[config.mk]
export PLATFORM = sky130hd
export DESIGN_NAME = rfid_page_crc_check
export DESIGN_NICKNAME = d
export VERILOG_FILES = /design/src/rtl/core/rpcc_pkg.sv /design/src/rtl/core/rpcc_prep.sv /design/src/rtl/core/rpcc_crc_stage.sv /design/src/rtl/core/rpcc_decide.sv /design/src/rtl/core/rfid_page_crc_check.sv
export VERILOG_INCLUDE_DIRS = /design/src /design/src/rtl/core
export SDC_FILE = /design/constraint.sdc
export NUM_CORES = 1
export LEC_CHECK = 0
export ABC_AREA = 1
export BUFFER_PORTS_ARGS = -buffer_cell sky130_fd_sc_hd__clkbuf_2
export CAP_MARGIN = 20
export CELL_PAD_IN_SITES_DETAIL_PLACEMENT = 1
export CELL_PAD_IN_SITES_GLOBAL_PLACEMENT = 1
export CORE_MARGIN = 2
export CORE_UTILIZATION = 51
export CTS_CLUSTER_SIZE = 40
export DETAILED_ROUTE_END_ITERATION = 6
export GPL_TIMING_DRIVEN = 0
export PLACE_DENSITY_LB_ADDON = 0.08
export SYNTH_ARGS = -nofsm -noshare
export SYNTH_HDL_FRONTEND = slang
export SYNTH_SLANG_ARGS = --single-unit
[constraint.sdc]
create_clock -name clk_i -period 5 [get_ports clk_i]
set_input_delay 1 -clock clk_i [delete_from_list [all_inputs] [get_ports clk_i]]
set_output_delay 1 -clock clk_i [all_outputs]
set_load 0.05 [all_outputs]
[src/rtl/core/rfid_page_crc_check_defines.svh]
// ----------------------------------------------------------------------------
// Page CRC check assertion macros
// Shared assertion helpers for the page CRC check pipeline.
// ----------------------------------------------------------------------------
`ifndef RFID_PAGE_CRC_CHECK_DEFINES_SVH
`define RFID_PAGE_CRC_CHECK_DEFINES_SVH

// Clocked assertion that is switched off while reset is asserted.
`define RPCC_ASSERT(label, prop, msg) \
  label: assert property (@(posedge clk_i) disable iff (!rst_ni) prop) else $error(msg);

// Clocked assertion that also holds during reset.
`define RPCC_ASSERT_ALWAYS(label, prop, msg) \
  label: assert property (@(posedge clk_i) prop) else $error(msg);

`endif

[src/rtl/core/rpcc_pkg.sv]
// ----------------------------------------------------------------------------
// Page CRC check package
// Shared constants, pipeline item type and the CRC-8 byte function.
// ----------------------------------------------------------------------------
package rpcc_pkg;

  localparam logic [7:0]  CrcPoly    = 8'h1D;
  localparam logic [7:0]  CrcInit    = 8'hFF;
  localparam logic [31:0] SelectBits = 32'hC000_0000;

  typedef enum logic [1:0] {
    StReject   = 2'd0,
    StMatch    = 2'd1,
    StShift    = 2'd2,
    StStandard = 2'd3
  } status_e;

  typedef struct packed {
    logic        mode;
    logic        ok;
    logic [7:0]  rcrc;
    logic [31:0] d1;
    logic [31:0] d2;
    logic [31:0] w1;
    logic [31:0] w2;
    logic [7:0]  c1;
    logic [7:0]  c2;
  } item_t;

  function automatic logic [7:0] crc8_byte(logic [7:0] crc_in, logic [7:0] data);
    logic [7:0] c;
    c = crc_in ^ data;
    for (int k = 0; k < 8; k++) begin
      if (c[7]) begin
        c = {c[6:0], 1'b0} ^ CrcPoly;
      end else begin
        c = {c[6:0], 1'b0};
      end
    end
    return c;
  endfunction

endpackage

[src/rtl/core/rpcc_prep.sv]
// ----------------------------------------------------------------------------
// Page CRC check input stage
// Holds the mode register and registers the frame with both candidate words.
// ----------------------------------------------------------------------------
module rpcc_prep (
  input  logic                 clk_i,
  input  logic                 rst_ni,
  input  logic                 cfg_we_i,
  input  logic                 cfg_wdata_i,
  input  logic                 s_axis_tvalid,
  output logic                 s_axis_tready,
  input  logic [39:0]          s_axis_tdata,
  input  logic [1:0]           s_axis_tuser,
  output logic                 valid_o,
  output rpcc_pkg::item_t      item_o,
  input  logic                 ready_i
);

  logic            mode_q;
  logic            valid_q;
  rpcc_pkg::item_t item_d;
  rpcc_pkg::item_t item_q;
  logic [31:0]     raw;
  logic [31:0]     sel_bits;

  assign raw      = s_axis_tdata[39:8];
  assign sel_bits = s_axis_tuser[0] ? rpcc_pkg::SelectBits : 32'h0;

  always_comb begin
    item_d      = item_q;
    item_d.mode = mode_q;
    item_d.ok   = s_axis_tuser[1];
    item_d.rcrc = s_axis_tdata[7:0];
    item_d.d1   = raw | sel_bits;
    item_d.d2   = {raw[30:0], 1'b0} | sel_bits;
    item_d.w1   = raw | sel_bits;
    item_d.w2   = {raw[30:0], 1'b0} | sel_bits;
    item_d.c1   = rpcc_pkg::CrcInit;
    item_d.c2   = rpcc_pkg::CrcInit;
  end

  assign s_axis_tready = !valid_q || ready_i;

  always_ff @(posedge clk_i or negedge rst_ni) begin
    if (!rst_ni) begin
      mode_q  <= 1'b0;
      valid_q <= 1'b0;
    end else begin
      if (cfg_we_i) begin
        mode_q <= cfg_wdata_i;
      end
      if (s_axis_tready) begin
        valid_q <= s_axis_tvalid;
      end
    end
  end

  always_ff @(posedge clk_i) begin
    if (s_axis_tready && s_axis_tvalid) begin
      item_q <= item_d;
    end
  end

  assign valid_o = valid_q;
  assign item_o  = item_q;

endmodule

[src/rtl/core/rpcc_crc_stage.sv]
// ----------------------------------------------------------------------------
// Page CRC check CRC stage
// Advances both CRC lanes over the next two data bytes and registers them.
// ----------------------------------------------------------------------------
`include "rfid_page_crc_check_defines.svh"

module rpcc_crc_stage (
  input  logic            clk_i,
  input  logic            rst_ni,
  input  logic            valid_i,
  input  rpcc_pkg::item_t item_i,
  output logic            ready_o,
  output logic            valid_o,
  output rpcc_pkg::item_t item_o,
  input  logic            ready_i
);

  logic            valid_q;
  rpcc_pkg::item_t item_d;
  rpcc_pkg::item_t item_q;

  always_comb begin
    item_d    = item_i;
    item_d.c1 = rpcc_pkg::crc8_byte(rpcc_pkg::crc8_byte(item_i.c1, item_i.w1[31:24]),
                                    item_i.w1[23:16]);
    item_d.c2 = rpcc_pkg::crc8_byte(rpcc_pkg::crc8_byte(item_i.c2, item_i.w2[31:24]),
                                    item_i.w2[23:16]);
    item_d.w1 = {item_i.w1[15:0], 16'h0};
    item_d.w2 = {item_i.w2[15:0], 16'h0};
  end

  assign ready_o = !valid_q || ready_i;

  always_ff @(posedge clk_i or negedge rst_ni) begin
    if (!rst_ni) begin
      valid_q <= 1'b0;
    end else if (ready_o) begin
      valid_q <= valid_i;
    end
  end

  always_ff @(posedge clk_i) begin
    if (ready_o && valid_i) begin
      item_q <= item_d;
    end
  end

  assign valid_o = valid_q;
  assign item_o  = item_q;

  // A stalled stage must keep its item.
  `RPCC_ASSERT(a_stage_hold, valid_q && !ready_i |=> valid_q && $stable(item_q), "stage lost a stalled item")

endmodule

[src/rtl/core/rpcc_decide.sv]
// ----------------------------------------------------------------------------
// Page CRC check decision stage
// Compares the CRC lanes, picks the page word and status, and drives the output.
// ----------------------------------------------------------------------------
`include "rfid_page_crc_check_defines.svh"

module rpcc_decide (
  input  logic            clk_i,
  input  logic            rst_ni,
  input  logic            valid_i,
  input  rpcc_pkg::item_t item_i,
  output logic            ready_o,
  output logic            out_valid_o,
  output logic [31:0]     out_data_o,
  output logic [2:0]      out_user_o,
  input  logic            out_ready_i
);

  logic              valid_q;
  logic              page_valid_d;
  logic              page_valid_q;
  logic [31:0]       data_d;
  logic [31:0]       data_q;
  rpcc_pkg::status_e status_d;
  rpcc_pkg::status_e status_q;
  logic [7:0]        rcrc_shift;

  assign rcrc_shift = {item_i.rcrc[6:0], 1'b0};

  always_comb begin
    page_valid_d = 1'b0;
    data_d       = 32'h0;
    status_d     = rpcc_pkg::StReject;
    if (item_i.ok) begin
      if (!item_i.mode) begin
        page_valid_d = 1'b1;
        data_d       = ~{item_i.d1[23:0], item_i.rcrc};
        status_d     = rpcc_pkg::StStandard;
      end else if (item_i.c1 == item_i.rcrc) begin
        page_valid_d = 1'b1;
        data_d       = item_i.d1;
        status_d     = rpcc_pkg::StMatch;
      end else if (item_i.c2[7:1] == rcrc_shift[7:1]) begin
        page_valid_d = 1'b1;
        data_d       = item_i.d2;
        status_d     = rpcc_pkg::StShift;
      end
    end
  end

  assign ready_o = !valid_q || out_ready_i;

  always_ff @(posedge clk_i or negedge rst_ni) begin
    if (!rst_ni) begin
      valid_q <= 1'b0;
    end else if (ready_o) begin
      valid_q <= valid_i;
    end
  end

  always_ff @(posedge clk_i) begin
    if (ready_o && valid_i) begin
      page_valid_q <= page_valid_d;
      data_q       <= data_d;
      status_q     <= status_d;
    end
  end

  assign out_valid_o = valid_q;
  assign out_data_o  = data_q;
  assign out_user_o  = {status_q, page_valid_q};

  // A rejected frame carries no page word.
  `RPCC_ASSERT(a_reject_zero, valid_q && status_q == rpcc_pkg::StReject |-> data_q == 32'h0 && !page_valid_q, "rejected result has data")
  // The valid flag and the status agree.
  `RPCC_ASSERT(a_valid_status, valid_q |-> page_valid_q == (status_q != rpcc_pkg::StReject), "page valid and status disagree")

endmodule

[src/rtl/core/rfid_page_crc_check.sv]
// ----------------------------------------------------------------------------
// RFID page CRC check
// Checks received tag response frames against CRC-8 and extracts the page word.
// ----------------------------------------------------------------------------
// The slave stream takes one 40-bit frame per transfer with its select and
// receive-complete flags in tuser. The master stream returns one result per
// frame: the page word in tdata, and the valid flag and check status in tuser.
// The user is to write the mode register through cfg_we_i and cfg_wdata_i
// only while no frame is in flight; the block does not enforce this. Each
// frame uses the mode seen as it enters. The pipeline has four register
// stages: input capture, CRC over the upper two bytes, CRC over the lower two
// bytes, and the decision and output register. One frame is taken in every
// cycle unless the receiver stalls.
// When the receiver stalls, the stages fill up in order and the slave side
// drops tready only once every stage holds a frame; nothing is lost or
// repeated. Reset clears the mode register to standard mode and empties the
// pipeline.
// ----------------------------------------------------------------------------
`include "rfid_page_crc_check_defines.svh"

module rfid_page_crc_check (
  input  logic        clk_i,
  input  logic        rst_ni,
  input  logic        cfg_we_i,
  input  logic        cfg_wdata_i,
  input  logic        s_axis_tvalid,
  output logic        s_axis_tready,
  input  logic [39:0] s_axis_tdata,  // frame_bits
  input  logic [1:0]  s_axis_tuser,  // is_select, receive_ok
  output logic        m_axis_tvalid,
  input  logic        m_axis_tready,
  output logic [31:0] m_axis_tdata,  // page_data
  output logic [2:0]  m_axis_tuser   // page_valid, check_status
);

  logic            prep_valid;
  logic            hi_valid;
  logic            lo_valid;
  logic            hi_ready;
  logic            lo_ready;
  logic            dec_ready;
  rpcc_pkg::item_t prep_item;
  rpcc_pkg::item_t hi_item;
  rpcc_pkg::item_t lo_item;

  rpcc_prep u_prep (
    .clk_i        (clk_i),
    .rst_ni       (rst_ni),
    .cfg_we_i     (cfg_we_i),
    .cfg_wdata_i  (cfg_wdata_i),
    .s_axis_tvalid(s_axis_tvalid),
    .s_axis_tready(s_axis_tready),
    .s_axis_tdata (s_axis_tdata),
    .s_axis_tuser (s_axis_tuser),
    .valid_o      (prep_valid),
    .item_o       (prep_item),
    .ready_i      (hi_ready)
  );

  rpcc_crc_stage u_crc_hi (
    .clk_i  (clk_i),
    .rst_ni (rst_ni),
    .valid_i(prep_valid),
    .item_i (prep_item),
    .ready_o(hi_ready),
    .valid_o(hi_valid),
    .item_o (hi_item),
    .ready_i(lo_ready)
  );

  rpcc_crc_stage u_crc_lo (
    .clk_i  (clk_i),
    .rst_ni (rst_ni),
    .valid_i(hi_valid),
    .item_i (hi_item),
    .ready_o(lo_ready),
    .valid_o(lo_valid),
    .item_o (lo_item),
    .ready_i(dec_ready)
  );

  rpcc_decide u_decide (
    .clk_i      (clk_i),
    .rst_ni     (rst_ni),
    .valid_i    (lo_valid),
    .item_i     (lo_item),
    .ready_o    (dec_ready),
    .out_valid_o(m_axis_tvalid),
    .out_data_o (m_axis_tdata),
    .out_user_o (m_axis_tuser),
    .out_ready_i(m_axis_tready)
  );

  // The input side only stalls when the whole pipeline is full and blocked.
  `RPCC_ASSERT_ALWAYS(a_stall_full, !s_axis_tready |-> m_axis_tvalid && !m_axis_tready && prep_valid && hi_valid && lo_valid, "input stalled with room in the pipeline")

endmodule

==> results.json <==
{
  "synthTopCellsByCount": "nand2_1 (409), edfxtp_1 (195), inv_1 (93)",
  "n_antenna_cell": 0,
  "wire_per_inst_um": 17.9,
  "gp_congestion": 0.864,
  "p_leak_nw": 5.04,
  "finalMaxSlewViolations": 0,
  "dp_hpwl_um": 18500,
  "yosys_warnings": 0,
  "yosysSeqAreaShare": 0.592,
  "hold_buffers": 0,
  "io_pins": 85,
  "antenna_found_initial": 0,
  "vias": 7327,
  "numCtsBuffers": 17,
  "initial_core_util": 0.519,
  "die_y_um": 145,
  "die_w_um": 145,
  "status": "complete, no violations",
  "grt_pass1_wl_um": 39400,
  "hold_violations": 0,
  "worstSetupPathType": "primary input to output pin",
  "fin_nets": 1172,
  "area_growth_pct": 14.3,
  "drtPass1Iterations": 4,
  "synth_top_area_share": 0.579,
  "setup_violations": 0,
  "fp-row-count": 51,
  "ant_nets": 0,
  "max-slew-margin-rel": 0.632,
  "cts.repair.resized": 0,
  "dieArea_um2": 21000,
  "drive_above_1_share": 0.162,
  "grt_max_degree": 45,
  "period_minus_slack_ns": 3.25,
  "clock_skew_ns": 0.0141,
  "post-route-period-util": 0.650,
  "synthTopCellsByArea": "edfxtp_1 (58%), nand2_1 (15%), xor2_1 (4.7%)",
  "post-synth-top-count-cell": "nand2_1",
  "post-cts-setup-buffers": 0,
  "clockBufferDepth": 2,
  "rsz0062_at_grt": "false",
  "htree_num_levels": 4,
  "portBuffers": 84,
  "maxCapViolations": 0,
  "track_usage": 0.252,
  "coreArea_um2": 19500,
  "setup_tns_ns": 0,
  "viasPerCell": 5.23,
  "syn_avg_cell_area_um2": 9.94,
  "drc": 0,
  "fmax_ghz": 0.308,
  "final_util": 0.594,
  "ir_drop_v": 0.000323,
  "critPathMaxFanout": 3,
  "power_density_nw_per_um2": 678,
  "cts_tree": "built",
  "drtIter0Drc": 365,
  "cts_root_buf": "clkbuf_16",
  "ys.flop_type": "edfxtp_1",
  "synthDistinctLibCells": 36,
  "ys_ff_latch": 200,
  "start_kind": "primary input",
  "syn-num-nets": 1065,
  "critPathRequiredTime_ns": 4.00,
  "wl_um": 25100,
  "worstPathArrival_ns": 2.25,
  "cp-end-kind": "output pin",
  "synthCells": 1017,
  "overflow": 0,
  "tightest_slew_ns": 0.550,
  "cts_sinks": 200,
  "n_fill_cell": 2200,
  "synth_edf_count": 195,
  "syn_area_um2": 10100,
  "hold_path_class": "primary input to async pin",
  "async_flop_share": 0.0250,
  "clk_latency_ns": 0.44,
  "grt_pass1_vias": 7645,
  "yosysTopAreaCell": "edfxtp_1",
  "path_clk_slew_ns": 0.08
}
cell type report:
type                    count  area [µm²]  area share
multi-input cells         700        3680       0.319
clock inverters             9         118      0.0102
plain buffers              20        97.6     0.00845
clock buffers              23         478      0.0414
inverters                  97         365      0.0316
repair buffers             88         500      0.0433
well taps                 265         332      0.0287
flip-flops and latches    200        5980       0.518
through the flow:
stage               power (W)  area (µm²)  cells  setup WS (ns)  hold WS, ns
floorplan             0.00545       10100   1017           1.38        0.400
global placement      0.00612       10900   1366          0.122        0.401
detailed placement    0.00637       11000   1370           1.74        0.405
CTS                   0.00787       11600   1402           1.73        0.351
global route          0.00843       11600   1402           1.60        0.352
finish                0.00784       11600   1402           1.75        0.359
cell usage in the layout (no fill, tap or decap), types with 4 or more instances in the layout:
master	n
xnor2_1	36
edfxtp_1	195
nand3_1	59
dfrtp_1	5
nand2_1	409
nor2_1	27
nand2_2	22
inv_2	5
buf_12	4
xnor2_2	7
clkbuf_1	17
inv_1	91
xor2_1	54
a31oi_1	23
nand4_1	9
xor2_2	8
clkbuf_2	84
a221oi_1	7
o21ai_0	10
or2_2	10
clkbuf_16	17
power breakdown:
part / internal (W) / switching (W)
sequential: 0.00238 / 0.000203
clock: 0.000783 / 0.000623
combinational: 0.00122 / 0.00263
total: 0.00438 / 0.00346
worst paths after layout:
| path | start | end | slack (ns) | cells after the start |
|---|---|---|---|---|
| min reg2reg | u_prep.item_o[121] | u_crc_hi.item_o[121] | 0.42 | 0 |
| min in group clk_i | u_prep.item_o[121] | u_crc_hi.item_o[121] | 0.42 | 0 |
| max in group asynchronous | rst_ni | u_crc_lo.valid_o | 4.50 | 1 |
| max | m_axis_tready | s_axis_tready | 1.75 | 10 |
| min | rst_ni | u_decide.out_valid_o | 0.36 | 1 |
| max reg2reg | u_crc_hi.item_o[123] | u_crc_lo.item_o[13] | 2.29 | 18 |
registers in the layout, summed over array words and instances (netlist names):
register               cells
u_decide.out_data_o       32
u_prep.mode_q              1
u_crc_hi.valid_o           1
u_crc_hi.item_o           59
u_crc_lo.valid_o           1
u_prep.item_o             43
u_crc_lo.item_o           58
u_decide.out_valid_o       1
u_decide.status_q          2
u_decide.page_valid_q      1
u_prep.valid_o             1
critical path, stage by stage:
cell and delay [ns]:
clkbuf_2 0.08, nor2_1 0.21, inv_1 0.09, nor2_1 0.09, inv_1 0.07, nor2_1 0.10, inv_1 0.08, nor2_1 0.21
inv_1 0.09, clkbuf_2 0.24
routing by layer:
metal  vias to the layer above  wire length (µm)  share of wire  GRT usage
li1                       3530                 -              -          -
met1                      3583             11000           0.44      0.311
met2                       170             12700           0.50      0.448
met3                        44               860          0.034     0.0411
met4                         0               612          0.024     0.0858
met5                         -                 0              0          0
cell families after synthesis:
kind of cell | share of synthesized area
AOI/OAI and AO/OA | 0.0285
DFF | 0.592
muxes | 0.00111
buffers and inverters | 0.0458
xor gates and xnor gates | 0.108
and+or+nand+nor | 0.225
Note: power is estimated with default switching activity, not from simulation.
